===== src/hdl/nbt_pkg.sv =====
// Package for the naive Bayes train/predict engine: shared constants, codes,
// the log2 fraction table and the lane control struct. No dependencies.
`timescale 1ns / 1ps
`default_nettype none
package nbt_pkg;

    localparam int NUM_FEATURES_DEF = 8;
    localparam int MAX_CLASSES_DEF  = 8;
    localparam int MAX_LEVELS_DEF   = 16;
    localparam int COUNT_WIDTH_DEF  = 32;

    // Fixed field widths of the item and of the registers.
    localparam int FEAT_SLOTS = 8;
    localparam int FEAT_W     = 5;
    localparam int CLS_REG_W  = 4;
    localparam int LVL_REG_W  = 40;
    localparam int APB_DW     = 64;
    localparam int APB_AW     = 4;

    // log2 results: 6-bit exponent over a 16-bit fraction.
    localparam int EXP_W   = 6;
    localparam int LOG_W   = EXP_W + 16;
    localparam int SCORE_W = LOG_W + 5;

    localparam logic [CLS_REG_W-1:0] CLASSES_RST = 4'd8;
    localparam logic [LVL_REG_W-1:0] LEVELS_RST  = 40'd567489872400;
    localparam logic [3:0]           NO_CLASS    = 4'hF;

    // Register select is address bit 3 (registers sit at 8-byte steps).
    localparam logic REG_CLASSES = 1'b0;
    localparam logic REG_LEVELS  = 1'b1;

    typedef enum logic [1:0] {
        OP_TRAIN   = 2'd0,
        OP_PREDICT = 2'd1,
        OP_CLEAR   = 2'd2,
        OP_UNUSED  = 2'd3
    } t_opcode;

    typedef enum logic [2:0] {
        STS_TRAINED   = 3'd0,
        STS_REJECTED  = 3'd1,
        STS_CLEARED   = 3'd2,
        STS_PREDICTED = 3'd3,
        STS_NO_DATA   = 3'd4
    } t_status;

    typedef enum logic [2:0] {
        S_CLEAR,
        S_IDLE,
        S_TRAIN_RD,
        S_TRAIN_WR,
        S_PRED,
        S_DONE
    } t_state;

    // Control broadcast from the sequencer to every feature lane.
    typedef struct packed {
        logic       inc;
        logic       clr;
        logic [2:0] cls;
        logic [7:0] clr_addr;
    } t_lane_ctl;

    // round(65536 * log2(1 + m/16))
    function automatic logic [15:0] frac_log2(input logic [3:0] m);
        logic [15:0] r;
        case (m)
            4'd0:    r = 16'd0;
            4'd1:    r = 16'd5732;
            4'd2:    r = 16'd11136;
            4'd3:    r = 16'd16248;
            4'd4:    r = 16'd21098;
            4'd5:    r = 16'd25711;
            4'd6:    r = 16'd30109;
            4'd7:    r = 16'd34312;
            4'd8:    r = 16'd38336;
            4'd9:    r = 16'd42196;
            4'd10:   r = 16'd45904;
            4'd11:   r = 16'd49472;
            4'd12:   r = 16'd52911;
            4'd13:   r = 16'd56229;
            4'd14:   r = 16'd59434;
            default: r = 16'd62534;
        endcase
        return r;
    endfunction

endpackage
`default_nettype wire


===== src/hdl/nbt_log2.sv =====
// Two-stage fixed-point log2 unit: leading-one search, then mantissa table.
// Depends on nbt_pkg.
`timescale 1ns / 1ps
`default_nettype none
module nbt_log2 #(
    parameter int XW = 33
) (
    input  wire logic                  i_clk,
    input  wire logic [XW-1:0]         i_x,
    output logic [nbt_pkg::LOG_W-1:0]  o_l
);
    import nbt_pkg::*;

    logic [EXP_W-1:0] e;
    logic [EXP_W-1:0] r_e;
    logic [XW-1:0]    r_x;
    logic [XW-1:0]    shifted;
    logic [3:0]       m;
    logic [LOG_W-1:0] r_l;

    // The highest set bit wins.
    always_comb begin
        e = '0;
        for (int i = 0; i < XW; i++) begin
            if (i_x[i]) begin
                e = EXP_W'(i);
            end
        end
    end

    always_comb begin
        if (r_e >= EXP_W'(4)) begin
            shifted = r_x >> (r_e - EXP_W'(4));
        end else begin
            shifted = r_x << (EXP_W'(4) - r_e);
        end
        m = shifted[3:0];
    end

    always_ff @(posedge i_clk) begin
        r_e <= e;
        r_x <= i_x;
        r_l <= {r_e, frac_log2(m)};
    end

    assign o_l = r_l;
endmodule
`default_nettype wire


===== config.mk =====
export PLATFORM = sky130hd
export DESIGN_NAME = nbt_log2
export DESIGN_NICKNAME = d
export VERILOG_FILES = /design/src/hdl/nbt_pkg.sv /design/src/hdl/nbt_log2.sv
export SDC_FILE = /design/constraint.sdc
export NUM_CORES = 1
export LEC_CHECK = 0
export BUFFER_PORTS_ARGS = -buffer_cell sky130_fd_sc_hd__buf_2
export CELL_PAD_IN_SITES_DETAIL_PLACEMENT = 1
export CELL_PAD_IN_SITES_GLOBAL_PLACEMENT = 1
export CORE_MARGIN = 4
export CORE_UTILIZATION = 25
export CTS_BUF_LIST = sky130_fd_sc_hd__clkbuf_8
export CTS_CLUSTER_DIAMETER = 30
export DETAILED_ROUTE_END_ITERATION = 7
export PLACE_DENSITY = 0.56
export REMOVE_ABC_BUFFERS = 1
export SETUP_SLACK_MARGIN = 0.15
export SYNTH_ARGS = -nofsm -noshare
export SYNTH_HDL_FRONTEND = slang
export SYNTH_SLANG_ARGS = --single-unit
export TNS_END_PERCENT = 1

===== constraint.sdc =====
create_clock -name i_clk -period 8.59 [get_ports i_clk]
set_input_delay 2.1475 -clock i_clk [delete_from_list [all_inputs] [get_ports i_clk]]
set_output_delay 2.1475 -clock i_clk [all_outputs]
set_load 0.01 [all_outputs]

==> results.json, run 1 <==
{
  "fp.dieW_um": 121.7,
  "final_area_um2": 3819,
  "clkLatencyLatePin_ns": 0.34,
  "io_pins": 56,
  "async_flop_share_pct": 0,
  "hp-class": "flip-flop to flip-flop",
  "fin_nets": 394,
  "maxSlewViolCount": 0,
  "yosysTopAreaCell": "dfxtp_1",
  "totalPowerFinal_mw": 0.7684,
  "tns_ns": 0,
  "ir_drop_mv": 0.07425,
  "ctsHoldBuffers": 0,
  "synth_most_common_cell": "dfxtp_1",
  "worstPathArrival_ns": 4.02,
  "cts_sinks": 61,
  "avgSynthCellArea_um2": 10.99,
  "yosys-top-cells-area": "dfxtp_1 38%, mux4_1 8.9%, mux4_2 8.4%",
  "pre_cts_ws_ns": 4.741,
  "cts_made_buffers": 9,
  "critPathSlowestCell": "a311oi_4",
  "clock_path_buffers": 2,
  "netlist_area_um2": 3232,
  "dieHeight_um": 121.7,
  "synth_top_cell_area_share_pct": 37.79,
  "placed_cells": 509,
  "holdWs_ns": 0.4250,
  "rows": 41,
  "gr-usage-all-layers_pct": 11.33,
  "synthTopCellsByCount": "61 x dfxtp_1, 26 x nand2_1, 24 x mux2i_1",
  "ys_seq_area_share_pct": 37.79,
  "synth_seq_cells": 61,
  "clk_pin_slew_ns": 0.07,
  "status": "complete, no violations",
  "initial_core_util_pct": 25.61,
  "area_growth_pct": 18.16,
  "port_buffers": 55,
  "ys.flop_type": "dfxtp_1",
  "route.detailed.drc": 0,
  "core_area_um2": 12620,
  "fin_crit_sh_pct": 44.19,
  "ant_nets": 0,
  "ys_types": 56,
  "crit_type": "flip-flop to flip-flop",
  "drive_gt1_share_pct": 26.63,
  "yosys_warnings": 0,
  "antenna_cells": 0,
  "instances_no_fill": 525,
  "required_ns": 8.82,
  "grt_start_max_net_pins": 34,
  "rsz0062_at_grt": "no",
  "cp.depth": 9,
  "skew_ns": 0.008786,
  "ff2ff_path_depth": 9,
  "path_cells": "buf_4, inv_1, ha_1, clkinv_1, mux4_1, nand2_1, a311oi_4, xnor2_2, mux2_4",
  "syn_inst": 294,
  "tightest_slew_ns": 1.075,
  "postPlaceCellArea_um2": 3626,
  "synth-edff-count": 0,
  "cap_violations": 0,
  "wl_um": 7982,
  "p_leak_nw": 1.684,
  "grt_pass1_vias": 2571,
  "gp_congestion": 0.7532,
  "num_vias": 2414,
  "dr.pass1.iters": 4,
  "wire_per_inst_um": 15.20,
  "critPathLaunchType": "flip-flop",
  "via_per_inst": 4.598,
  "power_density_nw_per_um2": 201.2,
  "cp_num_buf_inv": 3,
  "gr-total-overflow": 0,
  "slew_headroom_pct": 28.33,
  "worst_slack_ns": 4.794,
  "critPathMaxFanout": 33,
  "cts_setup_buffers": 0,
  "grt_first_pass_wirelength_um": 13190,
  "cts_resized": 0,
  "max_stage_delay_ns": 0.99,
  "initialDrtViolationCount": 132,
  "report.final.setup_viol": 0,
  "cts_tree": "done",
  "max_clock_freq_ghz": 0.2634,
  "cp-end-kind": "flip-flop",
  "cts_max_level": 3,
  "die_area_um2": 14810,
  "crit_family": "compound AO/OA/AOI/OAI gates",
  "hold_depth": 0,
  "clock-root-buffer": "clkbuf_8",
  "antenna_found_initial": 0,
  "hold_viol": 0,
  "dpl.hpwl_um": 6231,
  "period_minus_slack_ns": 3.796,
  "fin_util_pct": 30.26,
  "fill_cells": 1517
}
==> cells in the final DEF (no fill, tap or decap), types with 2 or more instances in the layout <==
cell type  netlist  routed
xor2_1           2       2
mux4_2          12      12
a21oi_1         12      12
nor2b_1          4       4
and3_1           5       5
ha_1            12      12
inv_1           16      18
nor4_1           4       4
buf_2            1      55
o21a_1           2       2
nand3_1          5       5
o31ai_1          4       4
clkinv_2         0       2
mux4_1          11      11
buf_4            5       2
nand2_1         26      26
mux2_2           2       2
or2_2            2       2
a31oi_1          2       2
or3_1            2       2
o21ai_0          7       7
clkbuf_8         0      10
nand3b_1         2       2
a211oi_1         6       6
nor2_1          18      18
o211ai_1         2       2
mux2i_1         24      24
dfxtp_1         61      61
nor3_1           7       7
a2bb2oi_1        2       2
nand2b_1         5       5
==> metal layers <==
metal  up-vias  global-route usage, %  part of all wire [%]
li1       1207                      -                     -
met1      1145                  15.12                    47
met2        53                  18.03                    48
met3         9                  2.600                   4.5
met4         0                  3.992                   1.1
met5         -                      0                     0
==> worst register-to-register path, stage by stage, from the launching register on <==
cell	delay (ns)
dfxtp_1	0.31
buf_4	0.35
inv_1	0.18
ha_1	0.58
clkinv_1	0.35
mux4_1	0.30
nand2_1	0.08
a311oi_4	0.99
xnor2_2	0.23
mux2_4	0.32
==> sequential cells by signal (all words and copies together) (netlist names) <==
name / flops
r_x: 33
o_l: 22
r_e: 6
==> cells by family (layout without fill, tap and decap cells) <==
group / Yosys count / after routing / share of synthesized area (%)
adder cells (fa/ha/maj): 12 / 12 / 4.646
AO/OA/AOI/OAI: 52 / 52 / 11.81
flip-flops: 61 / 61 / 37.79
AND/OR/NAND/NOR: 84 / 84 / 13.05
buffers and inverters: 31 / 90 / 5.420
multiplexers: 51 / 51 / 26.25
XOR/XNOR: 3 / 3 / 1.046
==> worst paths after layout <==
kind	start	endpoint	slack, ns
setup / recovery	r_e[2]	o_l[13]	4.79
setup reg to reg	r_e[2]	o_l[13]	4.79
hold / removal	r_e[3]	o_l[19]	0.42
hold reg to reg	r_e[3]	o_l[19]	0.42
==> report_power, final <==
part | switching (mW) | leakage, nW | internal [mW]
sequential | 0.0153 | 0.513 | 0.315
clock | 0.108 | 0.105 | 0.139
combinational | 0.101 | 1.07 | 0.0911
==> final cells by class <==
| class | instances | area, µm² | area share [%] |
|---|---|---|---|
| sequential | 61 | 1221 | 31.98 |
| tap | 172 | 215.2 | 5.636 |
| clock inverter | 6 | 55.05 | 1.442 |
| multi-input combinational | 202 | 1836 | 48.07 |
| clock buffer | 10 | 137.6 | 3.604 |
| timing repair buffer | 57 | 290.3 | 7.602 |
| inverter | 17 | 63.81 | 1.671 |
(Power assumes the default switching activity.)
==> inputs of run 2 (changes only) <==
--- a/config.mk
+++ b/config.mk
@@ -13,7 +13,7 @@
 export CTS_BUF_LIST = sky130_fd_sc_hd__clkbuf_8
 export CTS_CLUSTER_DIAMETER = 30
 export DETAILED_ROUTE_END_ITERATION = 7
-export PLACE_DENSITY = 0.56
+export PLACE_DENSITY = 0.58
 export REMOVE_ABC_BUFFERS = 1
 export SETUP_SLACK_MARGIN = 0.15
 export SYNTH_ARGS = -nofsm -noshare
==> constraint.sdc (replaced) <==
create_clock -name i_clk -period 3.18 [get_ports i_clk]
set_input_delay 0.795 -clock i_clk [delete_from_list [all_inputs] [get_ports i_clk]]
set_output_delay 0.795 -clock i_clk [all_outputs]
set_load 0.01 [all_outputs]
==> run 2 against run 1 <==
Combinational power rose to 2.9 times the previous value. First-iteration DRC count down 20%. Worst hold slack worse by 0.011 ns. Critical path type unchanged. Largest cell class unchanged. Largest power group unchanged.
==> results.json, run 2 (same netlist as run 1, synthesis figures left out) <==
{
  "final_common_cell": "dfxtp_1",
  "ctsHoldBuffers": 0,
  "cts_made_buffers": 9,
  "tightest_slew_ns": 0.5232,
  "clock-root-buffer": "clkbuf_8",
  "via_per_inst": 4.680,
  "critPathLaunchType": "flip-flop",
  "maxSlewViolCount": 0,
  "required_ns": 3.43,
  "grt_start_max_net_pins": 33,
  "hp-class": "flip-flop to flip-flop",
  "hold_viol": 0,
  "placed_cells": 519,
  "dpl.hpwl_um": 6427,
  "rows": 41,
  "period_minus_slack_ns": 2.908,
  "clk_pin_slew_ns": 0.07,
  "gr-usage-all-layers_pct": 11.31,
  "report.final.setup_viol": 0,
  "holdWs_ns": 0.4142,
  "fp.dieW_um": 121.7,
  "crit_type": "flip-flop to flip-flop",
  "wire_per_inst_um": 15.04,
  "core_area_um2": 12620,
  "slew_headroom_pct": 64.80,
  "layout_common_cells": "61 x dfxtp_1, 55 x buf_2, 26 x nand2_1",
  "initialDrtViolationCount": 105,
  "cap_violations": 0,
  "instances_no_fill": 537,
  "antenna_cells": 0,
  "power_density_nw_per_um2": 515.5,
  "drive_gt1_share_pct": 29.59,
  "rsz0062_at_grt": "yes",
  "cts_tree": "done",
  "worstPathArrival_ns": 3.16,
  "skew_ns": 0.01010,
  "grt_first_pass_wirelength_um": 13120,
  "gr-total-overflow": 0,
  "num_vias": 2513,
  "area_growth_pct": 20.44,
  "ant_nets": 0,
  "regMostFlops": "r_x",
  "max_clock_freq_ghz": 0.3438,
  "ir_drop_mv": 0.1686,
  "wl_um": 8075,
  "fin_crit_sh_pct": 91.46,
  "gp_congestion": 0.8249,
  "antenna_found_initial": 0,
  "clkLatencyLatePin_ns": 0.34,
  "port_buffers": 55,
  "critPathMaxFanout": 30,
  "initial_core_util_pct": 25.61,
  "fill_cells": 1488,
  "dieHeight_um": 121.7,
  "fin_nets": 406,
  "status": "complete, no violations",
  "die_area_um2": 14810,
  "grt_pass1_vias": 2594,
  "largest_register_ffs": 33,
  "fin_util_pct": 30.84,
  "p_leak_nw": 1.728,
  "dr.pass1.iters": 4,
  "cts_max_level": 3,
  "clock_path_buffers": 2,
  "cts_sinks": 61,
  "cp-end-kind": "flip-flop",
  "io_pins": 56,
  "route.detailed.drc": 0
}
[run 2: cell types whose count changed in the layout (fill, tap and decap cells not counted), sizes merged]
cell,delta
buf,+12
bufinv,-1
clkbuf,-1
clkinv,+2
[run 2: metal layers]
| metal | vias up | global-route usage [%] | wire length [µm] |
|---|---|---|---|
| li1 | 1234 | - | - |
| met1 | 1209 | 14.35 | 3696 |
| met2 | 61 | 18.96 | 3952 |
| met3 | 9 | 2.786 | 330 |
| met4 | 0 | 3.571 | 96 |
| met5 | - | 0 | 0 |
[run 2: metrics by stage]
step	TNS, ns	power (mW)	setup WS [ns]	instance area, µm²
after CTS	0	2.036	0.2485	3872
after floorplan	-8.326	1.251	-0.6502	3120
final	0	2.006	0.2715	3892
after global placement	0	1.450	0.3161	3714
after global routing	0	2.141	0.1157	3892
after detailed placement	0	1.464	0.2677	3714
[run 2: what timing repair did]
action / 4_1_cts / 5_1_grt
setup buffers: 0 / 2
setup endpoints to repair: 0 / 10
gates resized for setup: 0 / 2
[run 2: worst max-delay path, stage by stage, from the launching register on]
cell     delay (ns)
dfxtp_1        0.35
buf_12         0.22
mux4_1         0.60
mux4_2         0.49
nor2b_1        0.17
nor4_4         0.16
inv_1          0.14
ha_1           0.22
or2_2          0.30
a21oi_1        0.18
[run 2: final timing paths]
| check | from | to | slack, ns | cells after the start |
|---|---|---|---|---|
| worst min-delay path | r_e[3] | o_l[19] | 0.41 | 0 |
| worst max register to register | r_e[0] | o_l[1] | 0.27 | 9 |
| worst min register to register | r_e[3] | o_l[19] | 0.41 | 0 |
| worst max-delay path | r_e[0] | o_l[1] | 0.27 | 9 |
[run 2: area by class of cell]
type                            count  area [µm²]  share of cell area, %
Timing Repair Buffer               69       392.9                  10.09
Sequential cell                    61        1221                  31.37
Tap cell                          172       215.2                  5.529
Multi-Input combinational cell    202        1841                  47.28
Inverter                           17       63.81                  1.639
Clock buffer                        9       123.9                  3.182
Clock inverter                      7       35.03                 0.9000
[run 2: power by group]
part           internal (mW)  leakage [nW]  switching (mW)  total, mW
Sequential             0.850         0.513          0.0376      0.887
Clock                  0.271        0.0911           0.294      0.565
Combinational          0.271          1.12           0.284      0.555
